===== config.mk =====
export PLATFORM = sky130hd
export DESIGN_NAME = cwht_mac
export DESIGN_NICKNAME = d
export VERILOG_FILES = /design/src/rtl/core/cwht_pkg.sv /design/src/rtl/core/cwht_mac.sv
export SDC_FILE = /design/constraint.sdc
export NUM_CORES = 2
export LEC_CHECK = 0
export ABC_AREA = 1
export ABC_CLOCK_PERIOD_IN_PS = 7550
export BUFFER_PORTS_ARGS = -buffer_cell sky130_fd_sc_hd__buf_2
export CAP_MARGIN = 20
export CORE_ASPECT_RATIO = 1.5
export CORE_MARGIN = 3
export CORE_UTILIZATION = 50
export DETAILED_ROUTE_END_ITERATION = 10
export PLACE_DENSITY_LB_ADDON = 0.2
export SLEW_MARGIN = 20
export SYNTH_ARGS = -nofsm -noshare
export SYNTH_HDL_FRONTEND = slang
export SYNTH_SLANG_ARGS = --single-unit

===== constraint.sdc =====
create_clock -name clk -period 7.55 [get_ports clk]
set_input_delay 0.3775 -clock clk [delete_from_list [all_inputs] [get_ports clk]]
set_output_delay 0.3775 -clock clk [all_outputs]
set_load 0.05 [all_outputs]

===== src/rtl/core/cwht_pkg.sv =====
// ---------------------------------------------------------------------------
// cwht_pkg - shared types and constants for the capsule wall hit test core
// Table entry layout, sequencer states, MAC micro-operations and the
// control word handed to the multiply-accumulate unit.
// ---------------------------------------------------------------------------
package cwht_pkg;

    localparam int MAX_WALLS = 64;
    localparam int ADDR_W    = $clog2(MAX_WALLS);
    localparam int CNT_W     = 7;
    localparam int CW        = 19;     // coordinate width
    localparam int DW        = CW + 1; // difference width
    localparam int RAD_W     = 10;
    localparam int THK_W     = 10;
    localparam int H_W       = 12;
    localparam int H2_W      = 24;
    localparam int L_W       = 40;
    localparam int CR_W      = 40;
    localparam int LO_W      = 21;
    localparam int A_W       = 24;
    localparam int B_W       = 21;
    localparam int P_W       = A_W + B_W;
    localparam int ACC_W     = 84;
    localparam int SH_W      = 6;

    localparam logic [SH_W-1:0] SH_NONE = 6'd0;
    localparam logic [SH_W-1:0] SH_LO   = 6'd21;
    localparam logic [SH_W-1:0] SH_MID  = 6'd22;
    localparam logic [SH_W-1:0] SH_HI   = 6'd42;

    localparam logic REG_EGG_RADIUS = 1'b0;
    localparam logic REG_WALL_COUNT = 1'b1;
    localparam logic OPC_LOAD       = 1'b0;
    localparam logic OPC_QUERY      = 1'b1;

    typedef struct packed {
        logic signed [CW-1:0] e1x;
        logic signed [CW-1:0] e1y;
        logic signed [CW-1:0] e2x;
        logic signed [CW-1:0] e2y;
        logic [THK_W-1:0]     thick;
    } wall_entry_t;

    typedef enum logic [2:0] {
        S_IDLE, S_RD, S_DIFF, S_MUL, S_ACC, S_SEL, S_CRM, S_CMP
    } state_t;

    typedef enum logic [3:0] {
        OP_H2, OP_L0, OP_L1, OP_T0, OP_T1, OP_W0, OP_W1, OP_E0,
        OP_E1, OP_C0, OP_C1, OP_Q0, OP_Q1, OP_Q2, OP_R0, OP_R1
    } op_t;

    typedef struct packed {
        logic            mul_en;
        logic            acc_en;
        logic            clear;
        logic            neg;
        logic [SH_W-1:0] shift;
    } mac_ctrl_t;

    // sign and magnitude of a - b
    function automatic logic [DW:0] diff_mag(input logic signed [CW-1:0] a,
                                             input logic signed [CW-1:0] b);
        logic signed [DW-1:0] d;
        logic [DW-1:0]        m;
        d = DW'(a) - DW'(b);
        m = d[DW-1] ? DW'(-d) : DW'(d);
        return {d[DW-1], m};
    endfunction

endpackage


===== src/rtl/core/cwht_mac.sv =====
// ---------------------------------------------------------------------------
// cwht_mac - shared multiply-accumulate unit
// Registered unsigned multiply, then a signed shifted accumulate.
// ---------------------------------------------------------------------------
module cwht_mac (
    input  logic                               clk,
    input  cwht_pkg::mac_ctrl_t                ctrl,
    input  logic [cwht_pkg::A_W-1:0]           a,
    input  logic [cwht_pkg::B_W-1:0]           b,
    output logic signed [cwht_pkg::ACC_W-1:0]  acc
);
    import cwht_pkg::*;

    logic [P_W-1:0]          prod_reg;
    logic signed [ACC_W-1:0] acc_reg;
    logic signed [ACC_W-1:0] addend;
    logic signed [ACC_W-1:0] base;

    assign addend = signed'(ACC_W'(prod_reg) << ctrl.shift);
    assign base   = ctrl.clear ? '0 : acc_reg;
    assign acc    = acc_reg;

    always_ff @(posedge clk)
    begin
        if (ctrl.mul_en)
        begin
            prod_reg <= P_W'(a) * P_W'(b);
        end
        if (ctrl.acc_en)
        begin
            acc_reg <= ctrl.neg ? base - addend : base + addend;
        end
    end

endmodule


# Word level (Yosys, flattened, before mapping)
# Cells that the tools add are included.
[op_classes]
addsub = 2
multipliers = 1
shift = 1
muxes = 2
[op_table]
columns = ["operator", "n"]
rows = [
  ["84-bit 2-to-1 mux", 2],
  ["84-bit adder", 1],
  ["45-bit by 6-bit << shifter with 84-bit output", 1],
  ["84-bit subtractor", 1],
  ["24-bit by 21-bit multiplier with 45-bit output", 1],
]
[totals]
reg_bits = 129
inputBits = 56
output_inout_bits = 84

# Logic depth before layout (Yosys ltp)
[logic_depth]
ltp_word = 3
mapped_depth = 37
mapped_depth_nobuf = 37

# Worst setup path before layout
# No wires, ideal clock.
[synth_timing]
path_kind = "input to register"
startpoint = "input a[19] in the netlist's numbering"
endpoint = "register prod_reg[43], data pin"
setup_time_ns = 0.259
arrival_time_ns = 6.038
required_ns = 7.291
setup_slack_ns = 1.253
cell_stages = 26
path_buffers = 1
cell_sequence = "clkbuf_1 > nand2_1 > fa_1 > inv_1 > fa_1 > inv_1 > fa_1 > inv_1 > fa_1 > fa_1 > fa_1 > inv_1 > fa_1 > inv_1 > ha_1 > nand2_1 > nor2_1 > nand2_1 > nor4_1 > a21oi_1 > o31ai_1 > nand2_1 > nand2_1 > nand2_1 > nand2_1 > xor2_1"
[synth_between]
elab_chain_cells = 1
[synth_lines]
columns = ["item", "line", "rtl"]
rows = [
  ["from (decl)", "cwht_mac.sv:8", "input logic [cwht_pkg::A_W-1:0] a,"],
  ["24-bit by 21-bit multiplier with 45-bit output", "cwht_mac.sv:27", "prod_reg <= P_W'(a) * P_W'(b);"],
  ["to (signal assigned)", "cwht_mac.sv:27", ""],
  ["to (decl)", "cwht_mac.sv:14", "logic [P_W-1:0] prod_reg;"],
]
# No other way between the ends.
# A chain may end at the register's enable or synchronous reset.

# Worst setup path after layout
[layout_timing]
startpoint = "input b[7] in the netlist's numbering"
endpoint = "register prod_reg[38], data pin"
[layout_between]
elab_chain_cells = 1
[layout_lines]
columns = ["item", "line", "rtl"]
rows = [
  ["from (decl)", "cwht_mac.sv:9", "input logic [cwht_pkg::B_W-1:0] b,"],
  ["24-bit by 21-bit multiplier with 45-bit output", "cwht_mac.sv:27", ""],
]
# No other way between the ends.

==> summary.md <==
| Metric | Value |
|---|---|
| Die area | 72200 um^2 |
| Area grow syn2layout | 6.66% |
| Drt initial violations | 2296 |
| Post-route setup TNS | 0 ns |
| Syn Nets | 5823 |
| Hpwl dp | 108 mm |
| Post-route ant nets | 0 |
| Top cell type by total area after synthesis | fa_1 |
| PostCTS Resize Cnt | 0 |
| Most used cell, CP | fa_1 |
| Standard-cell row count | 117 |
| Mapped Area | 34500 um^2 |
| Critical Path AT | 6.96 ns |
| Synth top area share | 24.1% |
| Placed cell count | 6045 |
| Top FF cell, synth | edfxtp_1 |
| Worst path depth | 22 |
| Max Clk Rate | 0.148 GHz |
| DR pass1 iterations | 6 |
| Post-CTS setup buffer count | 0 |
| Routed vias | 33.4k |
| Max-slew violations | 0 |
| Gr usage total | 36.1% |
| Synth async-reset ratio | 0% |
| Layout cell share with drive strength beyond 1 | 6.56% |
| Vias in the first global route | 34.7k |
| Flops & latches, synth | 129 |
| Required time worst endpoint | 7.78 ns |
| YS warnings | 0 |
| Hold_buf cts | 0 |
| DRC viols | 0 |
| H-Tree Depth | 4 |
| WS Path Type | in -> reg |
| IO Port Bufs | 139 |
| Io pins | 140 |
| Worst min path class | in -> reg |
| Max Fanout on Critical Path | 18 |
| Max-Cap Viols | 0 |
| CTS tree | done |
| Crit path max-delay family | adder cells |
| Worst-Skew Late Latency | 0.48 ns |
| Worst-margin pin slew | 1.03 ns |
| Congestion Overflow GR | 0 |
| R2R depth | 24 |
| Clock tree sinks | 129 |
| Worst-path clk slew | 0.08 ns |
| Slew margin rel. | 30.9% |
| Crit-path slowest cell | fa_1 |
| EDFF count, synth | 129 |
| Gpl congestion | 1.03 |
| Largest net degree at the start of global routing | 72 |
| Top post-synthesis cells by area | fa_1 (24%), nand2_1 (14%), inv_1 (12%) |
| Die extent in x | 220 um |
| Max reg flops | 84 |
| Worst hold slack | 0.319 ns |
| Final Cycle Share | 89.2% |
| Count of final hold-check violations | 0 |
| DIE HEIGHT | 328 um |
| Syn avg cell area | 6.75 um^2 |
| RSZ-0062 raised after global routing | no |
| Clock Tree Buf Depth | 2 |
| Critical Path Start Type | primary input |
| Count of cell types in the netlist | 51 |
| Fillers | 6998 |
| WL/cell | 21.3 um |
| Sequential-to-total area share from yosys stat | 11.2% |
| Worst clock skew | 0.0209 ns |
| Antenna violations before repair | 4 |
| Mapped Cells | 5112 |
| Initial Util | 50.7% |
| # nets final | 5883 |
| Outcome | finished clean |
| Setup-failing EPs final | 0 |
| CP Capture Type | register |
| Routed wire length | 129 mm |
| TritonCTS Buffers | 17 |
| First-pass GRT wire length | 196 mm |
| Core Area | 68100 um^2 |
| Post-route insts no fill | 6078 |
| Hold Path Depth | 1 |
| CP Cell Sequence | buf_2, buf_4, nand2_1, fa_1, fa_1, fa_1, inv_1, fa_1, fa_1, fa_1, inv_1, fa_1, inv_1, ha_1, a21oi_1, o21ai_0, o21bai_1, o2111ai_1, a31o_2, nand3b_1, nand2_1, xor2_1 |
| Crit-path max cell delay | 0.54 ns |
| Buf/Inv on CP | 5 |
| DR vias/cell | 5.49 |
| Minimum clock period after layout | 6.74 ns |
| Clock root cell | clkbuf_16 |
path summary, 6_finish.rpt:
kind                from  slack, ns           end
max                 b[7]       0.81  prod_reg[38]
min              ctrl[8]       0.32        acc[0]
max reg2reg  prod_reg[6]       1.09       acc[62]
min reg2reg       acc[0]       0.78        acc[0]
synth_stat cells, drive strengths merged, types with 6 or more instances:
cell    instances
xnor2          76
o211ai          9
nor2          469
o21bai         15
clkbuf        113
xor2          114
a21oi         227
a31oi          50
a21boi          7
nor4           15
nand3b          9
and3            6
nand2        1295
nand3         428
buf            66
inv          1159
fa            416
ha            239
nor3           30
edfxtp        129
o21ai         152
o21a           18
nand4          42
routing by layer:
| layer | share of wire [%] | track usage, % | vias to the layer above | routed length, um |
|---|---|---|---|---|
| met5 | 0.024 | 0 | - | 31 |
| met3 | 6.0 | 7.02 | 572 | 7730 |
| met4 | 12 | 35.2 | 4 | 16100 |
| met1 | 32 | 34.5 | 15731 | 41800 |
| li1 | - | - | 15781 | - |
| met2 | 49 | 63.3 | 1265 | 63600 |
kinds of logic (layout without fill, tap and decap cells):
logic type,Yosys count,in the layout,share of synthesized area [%]
XOR/XNOR,190,190,4.85
other,0,1,0
flip-flops,129,129,11.2
buffers and inverters,1339,1412,15.0
adder cells (fa/ha/maj),655,655,32.8
AO/OA/AOI/OAI,500,500,8.04
AND/OR/NAND/NOR,2299,2299,28.1
per-stage QoR:
step / setup WS (ns) / instance area [um^2] / utilization (%)
3_5_place_dp: 0.457 / 36100 / 53.1
2_1_floorplan: 1.25 / 34500 / -
6_report: 0.814 / 36800 / 54.0
5_1_grt: 0.463 / 36800 / 54.0
4_1_cts: 0.960 / 36800 / 54.0
3_3_place_gp: 0.519 / 36100 / 53.1
layout make-up:
class	count	area, um^2	area share [%]
inverters	1160	4350	11.8
well taps	892	1120	3.03
multi-input cells	3644	25400	69.2
repair buffers	220	1340	3.65
clock buffers	17	425	1.16
diodes	1	2.50	0.00680
clock inverters	15	230	0.626
flip-flops and latches	129	3870	10.5
layout by cell type, fill, tap and decap left out, drive strengths merged, types with 2 or more instances in the layout:
cell,instances
a221oi,3
edfxtp,129
nor3,30
nand3,428
xor2,114
bufinv,5
o21ai,152
clkinv,6
o31ai,2
a21oi,227
ha,239
and2,4
nand3b,9
nand4,42
fa,416
nor4,15
o2111ai,4
o21a,18
clkbuf,17
inv,1163
o21bai,15
a21o,5
nor2,469
nand2,1295
o221ai,5
o211ai,9
a31oi,50
xnor2,76
a21boi,7
buf,220
and3,6
Power is not shown: default switching activity piles up to over one toggle a cycle in this logic, so the estimate is an artifact.
